File: src/assert_macros.svh
// ----------------------------------------------------------------------------
// assert_macros.svh
// Concurrent assertion helpers, empty when SYNTHESIS is defined
// ----------------------------------------------------------------------------
`ifndef ASSERT_MACROS_SVH
`define ASSERT_MACROS_SVH
`ifndef SYNTHESIS
// same-cycle implication
`define PCS_ASSERT_IMP(lbl, c, r, ante, cons) \
  lbl: assert property (@(posedge c) disable iff (!r) (ante) |-> (cons)) \
    else $error("same-cycle check failed");
// next-cycle implication
`define PCS_ASSERT_NXT(lbl, c, r, ante, cons) \
  lbl: assert property (@(posedge c) disable iff (!r) (ante) |=> (cons)) \
    else $error("next-cycle check failed");
`else
`define PCS_ASSERT_IMP(lbl, c, r, ante, cons)
`define PCS_ASSERT_NXT(lbl, c, r, ante, cons)
`endif
`endif

File: src/pcs_pkg.sv
// ----------------------------------------------------------------------------
// pcs_pkg
// Shared types and constants of the PID step block
// ----------------------------------------------------------------------------
package pcs_pkg;

  localparam int DATA_W        = 32;
  localparam int PERIOD_W      = 16;
  localparam int FRAC_BITS_DEF = 16;
  localparam int CFG_AW        = 5;
  localparam int REG_IDX_W     = 3;

  // register indexes (byte address is 4 times the index)
  localparam logic [REG_IDX_W-1:0] REG_TARGET  = 3'd0;
  localparam logic [REG_IDX_W-1:0] REG_GAIN_P  = 3'd1;
  localparam logic [REG_IDX_W-1:0] REG_GAIN_I  = 3'd2;
  localparam logic [REG_IDX_W-1:0] REG_GAIN_D  = 3'd3;
  localparam logic [REG_IDX_W-1:0] REG_LIM_LO  = 3'd4;
  localparam logic [REG_IDX_W-1:0] REG_LIM_HI  = 3'd5;
  localparam logic [REG_IDX_W-1:0] REG_PERIOD  = 3'd6;
  localparam logic [REG_IDX_W-1:0] REG_AUTO    = 3'd7;

  localparam logic signed [DATA_W-1:0] S32_MAX = 32'sh7FFF_FFFF;
  localparam logic signed [DATA_W-1:0] S32_MIN = 32'sh8000_0000;

  typedef struct packed {
    logic signed [DATA_W-1:0] target_value;
    logic signed [DATA_W-1:0] gain_p;
    logic signed [DATA_W-1:0] gain_i;
    logic signed [DATA_W-1:0] gain_d;
    logic signed [DATA_W-1:0] limit_low;
    logic signed [DATA_W-1:0] limit_high;
    logic [PERIOD_W-1:0]      period_ms;
    logic                     auto_mode;
  } cfg_t;

  typedef enum logic [3:0] {
    OP_NONE,
    OP_LOAD,
    OP_DECIDE,
    OP_MUL_I,
    OP_ADD_I,
    OP_MUL_P,
    OP_ACC_P,
    OP_DERIV,
    OP_MUL_D,
    OP_ACC_D,
    OP_FINISH,
    OP_PUSH
  } dp_op_t;

  typedef struct packed {
    dp_op_t op;
    logic   div_start;
  } dp_cmd_t;

  typedef struct packed {
    logic auto_mode;
    logic due;
    logic div_busy;
    logic out_free;
  } dp_stat_t;

  typedef enum logic [3:0] {
    S_IDLE,
    S_DECIDE,
    S_MUL_I,
    S_ADD_I,
    S_MUL_P,
    S_ACC_P,
    S_WAIT_DIV,
    S_MUL_D,
    S_ACC_D,
    S_FINISH,
    S_PUSH
  } state_t;

endpackage

File: src/pcs_ctrl.sv
// ----------------------------------------------------------------------------
// pcs_ctrl
// Step sequencer: walks the datapath through each item, with the PID update only for a due automatic item
// ----------------------------------------------------------------------------
module pcs_ctrl import pcs_pkg::*; (
  input  logic     clk,
  input  logic     rst_n,
  input  logic     in_valid,
  output logic     in_ready,
  input  dp_stat_t stat,
  output dp_cmd_t  cmd
);

  state_t state_r;
  state_t state_nxt;

  always_ff @(posedge clk) begin
    if (!rst_n) begin
      state_r <= S_IDLE;
    end else begin
      state_r <= state_nxt;
    end
  end

  always_comb begin
    state_nxt     = state_r;
    in_ready      = 1'b0;
    cmd.op        = OP_NONE;
    cmd.div_start = 1'b0;
    case (state_r)
      S_IDLE: begin
        in_ready = 1'b1;
        if (in_valid) begin
          cmd.op    = OP_LOAD;
          state_nxt = S_DECIDE;
        end
      end
      S_DECIDE: begin
        cmd.op    = OP_DECIDE;
        state_nxt = (stat.auto_mode && stat.due) ? S_MUL_I : S_PUSH;
      end
      S_MUL_I: begin
        // derivative division runs alongside the integral and p terms
        cmd.op        = OP_MUL_I;
        cmd.div_start = 1'b1;
        state_nxt     = S_ADD_I;
      end
      S_ADD_I: begin
        cmd.op    = OP_ADD_I;
        state_nxt = S_MUL_P;
      end
      S_MUL_P: begin
        cmd.op    = OP_MUL_P;
        state_nxt = S_ACC_P;
      end
      S_ACC_P: begin
        cmd.op    = OP_ACC_P;
        state_nxt = S_WAIT_DIV;
      end
      S_WAIT_DIV: begin
        if (!stat.div_busy) begin
          cmd.op    = OP_DERIV;
          state_nxt = S_MUL_D;
        end
      end
      S_MUL_D: begin
        cmd.op    = OP_MUL_D;
        state_nxt = S_ACC_D;
      end
      S_ACC_D: begin
        cmd.op    = OP_ACC_D;
        state_nxt = S_FINISH;
      end
      S_FINISH: begin
        cmd.op    = OP_FINISH;
        state_nxt = S_PUSH;
      end
      S_PUSH: begin
        if (stat.out_free) begin
          cmd.op    = OP_PUSH;
          state_nxt = S_IDLE;
        end
      end
      default: begin
        state_nxt = S_IDLE;
      end
    endcase
  end

endmodule

File: config.mk
export PLATFORM = sky130hd
export DESIGN_NAME = pcs_ctrl
export DESIGN_NICKNAME = d
export VERILOG_FILES = /design/src/assert_macros.svh /design/src/pcs_pkg.sv /design/src/pcs_ctrl.sv
export SDC_FILE = /design/constraint.sdc
export NUM_CORES = 1
export LEC_CHECK = 0
export ABC_AREA = 1
export BUFFER_PORTS_ARGS = -buffer_cell sky130_fd_sc_hd__buf_2
export CORE_AREA = 2 2 39 41
export CTS_CLUSTER_SIZE = 8
export DETAILED_ROUTE_END_ITERATION = 12
export DIE_AREA = 0 0 41 43
export GPL_ROUTABILITY_DRIVEN = 1
export PLACE_DENSITY_LB_ADDON = 0.15
export SLEW_MARGIN = 25
export SYNTH_ARGS = -nofsm -noshare
export SYNTH_HDL_FRONTEND = slang
export SYNTH_SLANG_ARGS = --single-unit
export TNS_END_PERCENT = 5
File: constraint.sdc
create_clock -name clk -period 1.9 [get_ports clk]
set_clock_uncertainty 0.15 [all_clocks]
set_input_delay 0.57 -clock clk [delete_from_list [all_inputs] [get_ports clk]]
set_output_delay 0.57 -clock clk [all_outputs]
set_load 0.02 [all_outputs]
==> metrics.md <==
| Metric | Value |
|---|---|
| Fmax | `0.505 GHz` |
| CP max stage cell | `dfxtp_4` |
| CP startpoint | `state_r[2]` |
| Post-DR vias/cell | `4.49` |
| Num CTS Buffers | `3` |
| Hold path start | `rst_n` |
| Combinational family with the most area after synthesis | `simple AND/OR/NAND/NOR gates` |
| PD cells | `1690 nW/um^2` |
| Setup TNS | `-0.254 ns` |
| IO Port Bufs | `12` |
| Clk sink count | `4` |
| Static leakage power | `0.000308 uW` |
| Initial antenna violation count | `0` |
| Mean Syn Cell Area | `6.51 um^2` |
| Crit path arrival time | `1.26 ns` |
| Storage cell area | `90.1 um^2` |
| CTS clk-pin slew, worst paths | `0.04 ns` |
| Fin crit period | `1.98 ns` |
| Critical path startpoint category | `flip-flop` |
| RR Endpoint | `state_r[3]` |
| Compound-Gate Fraction of Synth Area | `13.6%` |
| Worst-path fanout max | `5` |
| Register area share after synthesis | `18.9%` |
| DR iter-0 viols | `6` |
| CP Capture Type | `output port` |
| Top-count cell post-synth | `nand2_1` |
| Starting Density | `30.6%` |
| Share of layout cells above drive strength 1 | `57.6%` |
| Post-synth top cells | `nand2_1 (12), nor2_1 (8), inv_1 (7), inv_2 (5), nand3_1 (5)` |
| Post-place instance area | `531 um^2` |
| Area of the multi-input gates | `307 um^2` |
| Synthesized-area fraction occupied by adder cells | `0%` |
| #FFs+latches synth | `4` |
| Vias in the first global route | `430` |
| Post-route ant nets | `0` |
| Post-route DRC | `0` |
| Violated checks | `negative setup slack` |
| Critical Path Max Stage Delay | `0.36 ns` |
| Clock Latency Late Sink | `0.23 ns` |
| Largest register by flop count | `state_r` |
| Final wirelength | `980 um` |
| Reg2Reg Launch Point | `state_r[2]` |
| DIE HEIGHT | `43 um` |
| Hold_buf cts | `0` |
| Global-route usage over all layers | `14.3%` |
| Mapped Nets | `72` |
| Setup WS post-layout | `-0.0796 ns` |
| Nets | `94` |
| Max cap viols | `0` |
| DP HPWL | `751 um` |
| DIE AREA | `1760 um^2` |
| Status | `finished, violations left` |
| Biggest regs | `state_r x4` |
| R2r setup slk | `0.65 ns` |
| Worst path required time | `1.18 ns` |
| Multiplexer share of the synthesized area | `0%` |
| Worst-margin pin slew | `0.294 ns` |
| Hold Path Class | `in2reg` |
| Post-synthesis xor/xnor area fraction | `0%` |
| Pre-Repair DR Iteration Count | `3` |
| Gate Count Post-Synth | `65` |
| Htree depth | `1` |
| FFs w/ async S/R, synth | `0%` |
| Post-synthesis simple-gate area fraction | `55.3%` |
| Yosys top cell area share | `18.9%` |
| Final Instance Area | `598 um^2` |
| Final Cycle Share | `104%` |
| Critical Path Sink | `cmd[3]` |
| Max reg flops | `4` |
| Post-synth cell types | `21` |
| Hold Vio Cnt, Final | `0` |
| Post-synth EDFFs | `0` |
| # diodes | `0` |
| Wire length of the first global-routing pass | `1700 um` |
| Placer congestion estimate | `0.819` |
| Synthesized area | `423 um^2` |
| CTS tree | `built` |
| Setup CP Type | `reg2out` |
| Area grow syn2layout | `41.4%` |
| Final Power | `1010 uW` |
| Max VDD drop | `0.000606 V` |
| CP Cell Sequence | `inv_2 -> nand2_4 -> o22ai_1 -> nor2_2 -> nor3_2 -> buf_4` |
| Die X | `41 um` |
| CTS max path bufs | `2` |
| Synth top area cells | `dfxtp_1 (19%), nand2_1 (11%), nor2_4 (11%)` |
| RSZ-0062 raised after global routing | `true` |
| FILL cells | `163` |
| Number of I/O pins | `13` |
| R2R depth | `7` |
| Synth area leader | `dfxtp_1` |
| Synth warn | `0` |
| Main flop type after synthesis | `dfxtp_1` |
| Grt total ovfl | `0` |
| Routed length per placed instance | `9.70 um` |
| Final setup fails | `4` |
| Slew Viols, Final | `0` |
| WHS | `0.388 ns` |
| # rows | `14` |
| Largest net degree at the start of global routing | `7` |
| Slew margin rel. | `80.2%` |
| Root Driver | `clkbuf_4` |
| Core ar. | `1380 um^2` |
| Via count | `453` |
==> logic make-up after synthesis <==
group	count (synthesis)
compound gates	9
buf+inv	13
simple gates	39
flops	4
==> power breakdown <==
group	total (uW)	leakage (uW)	switching (uW)	internal (uW)
Combinational	725	0.000259	432	293
Clock	105	0.0000138	34.4	70.6
Sequential	179	0.0000350	56.5	122
Total	1010	0.000308	523	486
==> how the worst min path moves through the flow <==
stage                             to  slack (ns)  cells past startpoint
after floorplan           state_r[1]        0.44                      3
after global placement    state_r[1]        0.48                      3
after detailed placement  state_r[1]        0.49                      3
after CTS                 state_r[3]        0.38                      3
after global routing      state_r[3]        0.41                      3
final                     state_r[3]        0.39                      3
==> metal layers <==
layer | wire length (um) | share of wire [%] | track usage (%) | vias up
li1 | - | - | - | 244
met1 | 424 | 43 | 18.3 | 199
met2 | 499 | 51 | 21.9 | 10
met3 | 55 | 5.6 | 1.57 | 0
met4 | 0 | 0 | 8.00 | 0
met5 | 0 | 0 | 0 | -
==> stage by stage <==
step | std cells | utilization [%] | setup WS [ns]
detailed placement | 96 | 38.3 | -0.0111
CTS | 101 | 43.2 | -0.0866
global placement | 96 | 38.3 | -0.00974
floorplan | 65 | - | 0.0904
global route | 101 | 43.2 | -0.163
finish | 101 | 43.2 | -0.0796
==> cells in the final DEF (no fill, tap or decap) <==
cell	instances
a21oi_1	2
inv_4	2
nand3_1	5
nand3_2	1
inv_2	4
dfxtp_4	2
nand2_4	2
o21ai_0	2
nand2_1	11
inv_1	7
nor2_1	7
nor2_4	4
a21oi_2	1
nor2_2	4
nor2_8	1
a22oi_2	1
nor3_2	1
dfxtp_2	2
a31oi_1	1
nand2_2	3
buf_2	9
o22ai_1	1
o21ai_2	1
buf_4	8
clkbuf_4	3
==> worst max-delay path: cells and delay by family (launching register included) <==
family | cells | cell delay (ns)
simple gates | 3 | 0.26
flops | 1 | 0.36
buf+inv | 2 | 0.24
compound gates | 1 | 0.18
==> final cells by class <==
cell class / count / area share [%]
multi-input cells: 48 / 51.3
repair buffers: 17 / 17.6
flip-flops and latches: 4 / 15.1
inverters: 13 / 9.00
clock buffers: 3 / 3.77
well taps: 16 / 3.35
==> timing repair <==
action / 4_1_cts / 5_1_grt
hold endpoints to repair: 0 / 0
setup endpoints to repair: 4 / 4
pin swaps: 1 / 0
gates resized for setup: 13 / 0
buffers inserted: 2 / 0
No activity file was read; power rests on OpenSTA's default activity.
