**config.mk**
```make
export PLATFORM = sky130hd
export DESIGN_NAME = pcs_dp
export DESIGN_NICKNAME = d
export VERILOG_FILES = /design/src/assert_macros.svh /design/src/pcs_pkg.sv /design/src/pcs_div.sv /design/src/pcs_dp.sv
export SDC_FILE = /design/constraint.sdc
export NUM_CORES = 2
export LEC_CHECK = 0
export ABC_CLOCK_PERIOD_IN_PS = 35100
export BUFFER_PORTS_ARGS = -buffer_cell sky130_fd_sc_hd__buf_2
export CAP_MARGIN = 10
export CORE_MARGIN = 2
export CORE_UTILIZATION = 33
export DETAILED_ROUTE_END_ITERATION = 16
export GPL_ROUTABILITY_DRIVEN = 0
export PLACE_DENSITY = 0.57
export SYNTH_ARGS = -nofsm -noshare
export SYNTH_HDL_FRONTEND = slang
export SYNTH_SLANG_ARGS = --single-unit
```
**constraint.sdc**
```tcl
create_clock -name clk -period 35.1 [get_ports clk]
set_input_delay 7.02 -clock clk [delete_from_list [all_inputs] [get_ports clk]]
set_output_delay 7.02 -clock clk [all_outputs]
set_load 0.03 [all_outputs]
```
**src/assert_macros.svh**
```systemverilog
// ----------------------------------------------------------------------------
// assert_macros.svh
// Concurrent assertion helpers, empty when SYNTHESIS is defined
// ----------------------------------------------------------------------------
`ifndef ASSERT_MACROS_SVH
`define ASSERT_MACROS_SVH
`ifndef SYNTHESIS
// same-cycle implication
`define PCS_ASSERT_IMP(lbl, c, r, ante, cons) \
  lbl: assert property (@(posedge c) disable iff (!r) (ante) |-> (cons)) \
    else $error("same-cycle check failed");
// next-cycle implication
`define PCS_ASSERT_NXT(lbl, c, r, ante, cons) \
  lbl: assert property (@(posedge c) disable iff (!r) (ante) |=> (cons)) \
    else $error("next-cycle check failed");
`else
`define PCS_ASSERT_IMP(lbl, c, r, ante, cons)
`define PCS_ASSERT_NXT(lbl, c, r, ante, cons)
`endif
`endif

```
**src/pcs_pkg.sv**
```systemverilog
// ----------------------------------------------------------------------------
// pcs_pkg
// Shared types and constants of the PID step block
// ----------------------------------------------------------------------------
package pcs_pkg;

  localparam int DATA_W        = 32;
  localparam int PERIOD_W      = 16;
  localparam int FRAC_BITS_DEF = 16;
  localparam int CFG_AW        = 5;
  localparam int REG_IDX_W     = 3;

  // register indexes (byte address is 4 times the index)
  localparam logic [REG_IDX_W-1:0] REG_TARGET  = 3'd0;
  localparam logic [REG_IDX_W-1:0] REG_GAIN_P  = 3'd1;
  localparam logic [REG_IDX_W-1:0] REG_GAIN_I  = 3'd2;
  localparam logic [REG_IDX_W-1:0] REG_GAIN_D  = 3'd3;
  localparam logic [REG_IDX_W-1:0] REG_LIM_LO  = 3'd4;
  localparam logic [REG_IDX_W-1:0] REG_LIM_HI  = 3'd5;
  localparam logic [REG_IDX_W-1:0] REG_PERIOD  = 3'd6;
  localparam logic [REG_IDX_W-1:0] REG_AUTO    = 3'd7;

  localparam logic signed [DATA_W-1:0] S32_MAX = 32'sh7FFF_FFFF;
  localparam logic signed [DATA_W-1:0] S32_MIN = 32'sh8000_0000;

  typedef struct packed {
    logic signed [DATA_W-1:0] target_value;
    logic signed [DATA_W-1:0] gain_p;
    logic signed [DATA_W-1:0] gain_i;
    logic signed [DATA_W-1:0] gain_d;
    logic signed [DATA_W-1:0] limit_low;
    logic signed [DATA_W-1:0] limit_high;
    logic [PERIOD_W-1:0]      period_ms;
    logic                     auto_mode;
  } cfg_t;

  typedef enum logic [3:0] {
    OP_NONE,
    OP_LOAD,
    OP_DECIDE,
    OP_MUL_I,
    OP_ADD_I,
    OP_MUL_P,
    OP_ACC_P,
    OP_DERIV,
    OP_MUL_D,
    OP_ACC_D,
    OP_FINISH,
    OP_PUSH
  } dp_op_t;

  typedef struct packed {
    dp_op_t op;
    logic   div_start;
  } dp_cmd_t;

  typedef struct packed {
    logic auto_mode;
    logic due;
    logic div_busy;
    logic out_free;
  } dp_stat_t;

  typedef enum logic [3:0] {
    S_IDLE,
    S_DECIDE,
    S_MUL_I,
    S_ADD_I,
    S_MUL_P,
    S_ACC_P,
    S_WAIT_DIV,
    S_MUL_D,
    S_ACC_D,
    S_FINISH,
    S_PUSH
  } state_t;

endpackage

```
**src/pcs_div.sv**
```systemverilog
// ----------------------------------------------------------------------------
// pcs_div
// Radix-2 restoring divider, unsigned, one quotient bit per cycle
// ----------------------------------------------------------------------------
module pcs_div import pcs_pkg::*; (
  input  logic              clk,
  input  logic              rst_n,
  input  logic              start,
  input  logic [DATA_W-1:0] dividend,
  input  logic [DATA_W-1:0] divisor,
  output logic              busy,
  output logic [DATA_W-1:0] quotient
);

  localparam int CNT_W = $clog2(DATA_W + 1);

  logic [DATA_W-1:0] rem_r;
  logic [DATA_W-1:0] quo_r;
  logic [DATA_W-1:0] dvs_r;
  logic [CNT_W-1:0]  cnt_r;
  logic              busy_r;
  logic [DATA_W:0]   trial;
  logic [DATA_W:0]   shifted;

  assign shifted = {rem_r, quo_r[DATA_W-1]};
  assign trial   = shifted - {1'b0, dvs_r};

  always_ff @(posedge clk) begin
    if (!rst_n) begin
      busy_r <= 1'b0;
      cnt_r  <= '0;
    end else if (start) begin
      busy_r <= 1'b1;
      cnt_r  <= CNT_W'(DATA_W);
    end else if (busy_r) begin
      cnt_r <= cnt_r - 1'b1;
      if (cnt_r == CNT_W'(1)) begin
        busy_r <= 1'b0;
      end
    end
  end

  always_ff @(posedge clk) begin
    if (start) begin
      rem_r <= '0;
      quo_r <= dividend;
      dvs_r <= divisor;
    end else if (busy_r) begin
      // remainder stays below the divisor, so the top bit can be dropped
      if (!trial[DATA_W]) begin
        rem_r <= trial[DATA_W-1:0];
        quo_r <= {quo_r[DATA_W-2:0], 1'b1};
      end else begin
        rem_r <= shifted[DATA_W-1:0];
        quo_r <= {quo_r[DATA_W-2:0], 1'b0};
      end
    end
  end

  assign busy     = busy_r;
  assign quotient = quo_r;

endmodule

```
**src/pcs_dp.sv**
```systemverilog
// ----------------------------------------------------------------------------
// pcs_dp
// Datapath: shared multiplier, accumulator, clamps, divider and PID state
// ----------------------------------------------------------------------------
module pcs_dp import pcs_pkg::*; #(
  parameter int FRAC_BITS = FRAC_BITS_DEF
) (
  input  logic                     clk,
  input  logic                     rst_n,
  input  cfg_t                     cfg,
  input  dp_cmd_t                  cmd,
  output dp_stat_t                 stat,
  input  logic signed [DATA_W-1:0] in_measured,
  input  logic [DATA_W-1:0]        in_now_ms,
  input  logic                     out_ready,
  output logic                     out_valid,
  output logic signed [DATA_W-1:0] out_drive,
  output logic                     out_computed
);

  localparam int PROD_W = 2 * DATA_W;
  localparam int SC_W   = PROD_W - FRAC_BITS;
  // two scaled products plus the integral
  localparam int ACC_W  = SC_W + 2;

  function automatic logic signed [DATA_W-1:0] clamp_acc(
    input logic signed [ACC_W-1:0]  v,
    input logic signed [DATA_W-1:0] lo,
    input logic signed [DATA_W-1:0] hi
  );
    logic signed [ACC_W-1:0] lo_x;
    logic signed [ACC_W-1:0] hi_x;
    logic signed [DATA_W-1:0] res;
    lo_x = ACC_W'(lo);
    hi_x = ACC_W'(hi);
    if (v > hi_x) begin
      res = hi;
    end else if (v < lo_x) begin
      res = lo;
    end else begin
      res = v[DATA_W-1:0];
    end
    return res;
  endfunction

  // latched item and working registers
  logic signed [DATA_W-1:0] meas_r;
  logic [DATA_W-1:0]        now_r;
  logic signed [DATA_W-1:0] err_r;
  logic [DATA_W-1:0]        elapsed_r;
  logic signed [PROD_W-1:0] prod_r;
  logic signed [ACC_W-1:0]  acc_r;
  logic signed [DATA_W-1:0] deriv_r;
  logic                     dneg_r;
  logic signed [DATA_W-1:0] res_drive_r;
  logic                     res_comp_r;

  // controller state that survives between items
  logic signed [DATA_W-1:0] integ_r;
  logic signed [DATA_W-1:0] prev_err_r;
  logic [DATA_W-1:0]        prev_time_r;
  logic signed [DATA_W-1:0] prev_drive_r;
  logic                     was_auto_r;
  logic                     started_r;

  logic                     out_valid_r;
  logic signed [DATA_W-1:0] out_drive_r;
  logic                     out_comp_r;

  logic [PERIOD_W-1:0]      period;
  logic [DATA_W-1:0]        period_x;
  logic [DATA_W-1:0]        elapsed;
  logic                     due;
  logic signed [DATA_W:0]   err_wide;
  logic signed [DATA_W-1:0] err_sat;
  logic signed [DATA_W-1:0] mul_a;
  logic signed [DATA_W-1:0] mul_b;
  logic signed [SC_W-1:0]   prod_sc;
  logic signed [ACC_W-1:0]  sc_x;
  logic signed [ACC_W-1:0]  integ_x;
  logic signed [DATA_W:0]   ediff;
  logic [DATA_W:0]          emag;
  logic                     div_busy;
  logic [DATA_W-1:0]        quo;
  logic signed [DATA_W-1:0] deriv_sat;
  logic signed [DATA_W-1:0] seed;
  logic signed [DATA_W-1:0] integ_new;
  logic signed [DATA_W-1:0] drv;

  assign period   = (cfg.period_ms == '0) ? PERIOD_W'(1) : cfg.period_ms;
  assign period_x = DATA_W'(period);
  assign elapsed  = started_r ? (now_r - prev_time_r) : period_x;
  assign due      = (elapsed >= period_x);

  assign err_wide = (DATA_W+1)'(cfg.target_value) - (DATA_W+1)'(meas_r);
  always_comb begin
    if (err_wide[DATA_W] != err_wide[DATA_W-1]) begin
      err_sat = err_wide[DATA_W] ? S32_MIN : S32_MAX;
    end else begin
      err_sat = err_wide[DATA_W-1:0];
    end
  end

  always_comb begin
    case (cmd.op)
      OP_MUL_I: begin
        mul_a = cfg.gain_i;
        mul_b = err_r;
      end
      OP_MUL_P: begin
        mul_a = cfg.gain_p;
        mul_b = err_r;
      end
      default: begin
        mul_a = cfg.gain_d;
        mul_b = deriv_r;
      end
    endcase
  end

  // arithmetic shift of the product: rounds toward minus infinity
  assign prod_sc = prod_r[PROD_W-1:FRAC_BITS];
  assign sc_x    = ACC_W'(prod_sc);
  assign integ_x = ACC_W'(integ_r);

  assign ediff = (DATA_W+1)'(err_r) - (DATA_W+1)'(prev_err_r);
  assign emag  = ediff[DATA_W] ? (DATA_W+1)'(-ediff) : ediff;

  pcs_div u_div (
    .clk      (clk),
    .rst_n    (rst_n),
    .start    (cmd.div_start),
    .dividend (emag[DATA_W-1:0]),
    .divisor  (elapsed_r),
    .busy     (div_busy),
    .quotient (quo)
  );

  always_comb begin
    if (!dneg_r) begin
      deriv_sat = quo[DATA_W-1] ? S32_MAX : quo;
    end else begin
      deriv_sat = (quo > DATA_W'(S32_MIN)) ? S32_MIN : -quo;
    end
  end

  assign seed      = clamp_acc(ACC_W'(prev_drive_r), cfg.limit_low, cfg.limit_high);
  assign integ_new = clamp_acc(integ_x + sc_x, cfg.limit_low, cfg.limit_high);
  assign drv       = clamp_acc(acc_r, cfg.limit_low, cfg.limit_high);

  // persistent state
  always_ff @(posedge clk) begin
    if (!rst_n) begin
      integ_r      <= '0;
      prev_err_r   <= '0;
      prev_time_r  <= '0;
      prev_drive_r <= '0;
      was_auto_r   <= 1'b0;
      started_r    <= 1'b0;
    end else begin
      case (cmd.op)
        OP_DECIDE: begin
          if (!cfg.auto_mode) begin
            prev_drive_r <= cfg.target_value;
            was_auto_r   <= 1'b0;
          end else if (!was_auto_r) begin
            // entering automatic: seed from the last drive
            integ_r    <= seed;
            was_auto_r <= 1'b1;
          end
        end
        OP_ADD_I: begin
          integ_r <= integ_new;
        end
        OP_FINISH: begin
          prev_drive_r <= drv;
          prev_err_r   <= err_r;
          prev_time_r  <= now_r;
          started_r    <= 1'b1;
        end
        default: begin
        end
      endcase
    end
  end

  // working registers
  always_ff @(posedge clk) begin
    case (cmd.op)
      OP_LOAD: begin
        meas_r <= in_measured;
        now_r  <= in_now_ms;
      end
      OP_DECIDE: begin
        err_r     <= err_sat;
        elapsed_r <= elapsed;
        if (!cfg.auto_mode) begin
          res_drive_r <= cfg.target_value;
          res_comp_r  <= 1'b1;
        end else begin
          res_drive_r <= '0;
          res_comp_r  <= 1'b0;
        end
      end
      OP_MUL_I, OP_MUL_P, OP_MUL_D: begin
        prod_r <= mul_a * mul_b;
      end
      OP_ACC_P: begin
        acc_r <= sc_x + integ_x;
      end
      OP_DERIV: begin
        deriv_r <= deriv_sat;
      end
      OP_ACC_D: begin
        acc_r <= acc_r + sc_x;
      end
      OP_FINISH: begin
        res_drive_r <= drv;
        res_comp_r  <= 1'b1;
      end
      default: begin
      end
    endcase
    if (cmd.div_start) begin
      dneg_r <= ediff[DATA_W];
    end
  end

  // result register
  always_ff @(posedge clk) begin
    if (!rst_n) begin
      out_valid_r <= 1'b0;
    end else if (cmd.op == OP_PUSH) begin
      out_valid_r <= 1'b1;
    end else if (out_ready) begin
      out_valid_r <= 1'b0;
    end
  end

  always_ff @(posedge clk) begin
    if (cmd.op == OP_PUSH) begin
      out_drive_r <= res_drive_r;
      out_comp_r  <= res_comp_r;
    end
  end

  assign stat.auto_mode = cfg.auto_mode;
  assign stat.due       = due;
  assign stat.div_busy  = div_busy;
  assign stat.out_free  = !out_valid_r || out_ready;

  assign out_valid    = out_valid_r;
  assign out_drive    = out_drive_r;
  assign out_computed = out_comp_r;

endmodule

```
==> flow_metrics.tcl <==
set metrics [dict create \
    post_cts_buffers 0 \
    ios 319 \
    tightest_slew_ps 1230 \
    max-cap-violations 0 \
    drtPass1Iterations 8 \
    first_iter_violations 6592 \
    end_kind "output pin" \
    dpl.hpwl_mm 206 \
    grt_max_degree 80 \
    vias 65100 \
    dieArea_sq_um 241000 \
    critPathKind "in -> out" \
    hold_buffers 0 \
    hold-path-cell-count 0 \
    antenna_found_initial 15 \
    max_freq_ghz 0.0563 \
    grt_usage 0.214 \
    rsz0062_at_grt "no" \
    ys_async_sr_fraction 0 \
    avgSynthCellArea_sq_um 9.06 \
    grt_pass1_vias 64100 \
    r2r-start "err_r[5]" \
    synth_fa_ha_area_frac 0.389 \
    gr-max-usage-layer "met1" \
    finalCriticalPeriod_ps 17750 \
    use_met3 0.0400 \
    r2r_cells 24 \
    synth_compound_area_frac 0.144 \
    yosys_register_bits 559 \
    vias_per_cell 5.45 \
    ys_seq_area_frac 0.193 \
    area_growth_pct 9.37 \
    holdCritPathClass "reg -> reg" \
    nNetsFinal 10800 \
    nFillCells 23800 \
    ys_warn_count 0 \
    grt_pass1_wl_mm 398 \
    worstPathRequired_ps 28080 \
    hold_end "out_drive[11]" \
    die_w_microns 491 \
    fin_crit_sh 0.506 \
    ant_nets 0 \
    worst_clock_skew_ps 63.8 \
    synth_largest_area_cell "fa_1" \
    synth_cell_types 104 \
    cts_buffer_depth 3 \
    reg2reg_slack_ps 25580 \
    syn_area_sq_um 78100 \
    synth_area_leaders "fa_1, edfxtp_1, ha_1" \
    cts_root_buffer "clkbuf_16" \
    rows 178 \
    rr_endpoint "prod_r[57]" \
    drive_gt1_frac 0.0806 \
    synth_common_cells "inv_1, fa_1, nand2_1" \
    synth_edf_count 389 \
    postCtsResizedCells 0 \
    io_buffers 318 \
    startpoint_type "primary input" \
    tns_ps 0 \
    slew_violations 0 \
    htreeDepth 2 \
    grt_overflow 0 \
    min_from "res_drive_r[11]" \
    synth_fp_nets 10700 \
    wire_per_inst_microns 22.0 \
    finalSetupViolations 0 \
    routed_wl_mm 263 \
    synth_top_family_by_area "adder cells" \
    grtUsageMet2 0.311 \
    cts.sinks 559 \
    grtUsageMet1 0.318 \
    cts_buffers 57 \
    clk_pin_slew_worst_paths_ps 60 \
    worstSkewPairLatency_ps 710 \
    syn-instance-count 8625 \
    synth_top_area_frac 0.278 \
    worstPathArrival_ps 10730 \
    die_h_microns 491 \
    yosysMostFrequentCell "inv_1" \
    synth_xor_area_frac 0.0316 \
    synth_ff_type "edfxtp_1" \
    cts_tree "done" \
    synth_simple_gate_area_frac 0.143 \
    crit_fanout 3 \
    max_slew_margin 0.178 \
    initial_core_util 0.332 \
    status "finished clean" \
    core_region_area_sq_um 235000 \
    synthMuxAreaShare 0.0202 \
    drcViolationCount 0 \
    hold_viol 0 \
]
[logic make-up (layout without fill, tap and decap cells)]
| kind of cell | Yosys count | count (layout) |
|---|---|---|
| other | 0 | 5 |
| AOI/OAI and AO/OA | 1693 | 1693 |
| and+or+nand+nor | 2541 | 2541 |
| muxes | 149 | 149 |
| adders and majority gates | 1779 | 1779 |
| buffers and inverters | 1623 | 1787 |
| DFF | 559 | 559 |
| xor gates and xnor gates | 281 | 281 |
[area by class of cell]
cell class / count / area, sq um / area share
Antenna cell: 5 / 12.5 / 0.000146
Clock buffer: 71 / 1500 / 0.0176
Clock inverter: 37 / 502 / 0.00587
Inverter: 1231 / 4620 / 0.0541
Multi-Input combinational cell: 6443 / 57200 / 0.669
Sequential cell: 559 / 15100 / 0.177
Tap cell: 3150 / 3940 / 0.0461
Timing Repair Buffer: 448 / 2580 / 0.0302
[stage by stage]
step	instance area, sq um	setup slack [ps]	utilization	hold slack [ps]	instances
6_report	85500	17350	0.363	413	11900
5_1_grt	85500	17030	0.363	420	11900
4_1_cts	85400	17300	0.363	416	11900
3_5_place_dp	83400	17330	0.354	405	11800
3_3_place_gp	83400	17170	0.354	404	11800
2_1_floorplan	78100	18220	-	400	8625
[worst max-delay path, stage by stage]
cell,delay (ps)
buf_2,120
nor4_1,340
a41oi_1,160
inv_1,120
o21ai_0,120
ha_1,320
nand2b_1,150
a21o_1,180
a21o_1,190
a21oi_1,140
o21ai_0,100
a21oi_1,240
or3b_2,470
nor4b_1,350
nor4bb_1,370
nand3b_1,150
buf_2,200
[sequential cells by signal, summed over array words and instances, names as in the netlist]
register,count
was_auto_r,1
meas_r,32
u_div.cnt_r,6
started_r,1
acc_r,50
prev_err_r,32
err_r,32
u_div.rem_r,32
u_div.dvs_r,32
res_drive_r,32
dneg_r,1
integ_r,32
prev_drive_r,32
now_r,32
prod_r,48
deriv_r,32
out_valid,1
u_div.busy,1
out_drive,32
prev_time_r,32
elapsed_r,32
res_comp_r,1
out_computed,1
u_div.quotient,32
[routing by layer]
layer | vias up | share of wire
li1 | 29100 | -
met2 | 3143 | 0.41
met4 | 6 | 0.032
met3 | 397 | 0.098
met5 | - | 0.00016
met1 | 32400 | 0.46
[cell usage in the layout, fill, tap and decap left out, types with 58 or more instances in the layout]
cell type	count
nand2b_1	66
nand4_1	76
xnor2_1	181
inv_1	1227
ha_1	683
xor2_1	98
fa_1	1087
dfxtp_1	169
a21oi_1	485
o21ai_0	285
edfxtp_1	389
clkbuf_16	58
nor2_1	874
mux2i_1	66
a21o_1	240
nor3_1	78
buf_2	317
nor2b_1	61
buf_4	128
nand2_1	996
and2_1	95
nand3_1	75
mux2_2	65
[how the worst max path moves through the flow]
| stage | startpoint | end | slack [ps] | cells past startpoint |
|---|---|---|---|---|
| 6_report | cfg[11] | stat[2] | 17350 | 17 |
| 5_1_grt | cfg[12] | stat[2] | 17030 | 17 |
| 4_1_cts | cfg[11] | stat[2] | 17300 | 17 |
| 3_5_place_dp | cfg[11] | stat[2] | 17330 | 17 |
| 3_3_place_gp | cfg[12] | stat[2] | 17170 | 17 |
| 2_1_floorplan | cfg[16] | stat[2] | 18220 | 16 |
Power is left out: the tool's default activity adds up to more than one toggle a clock period on the data nets, which glitch-free logic cannot reach.
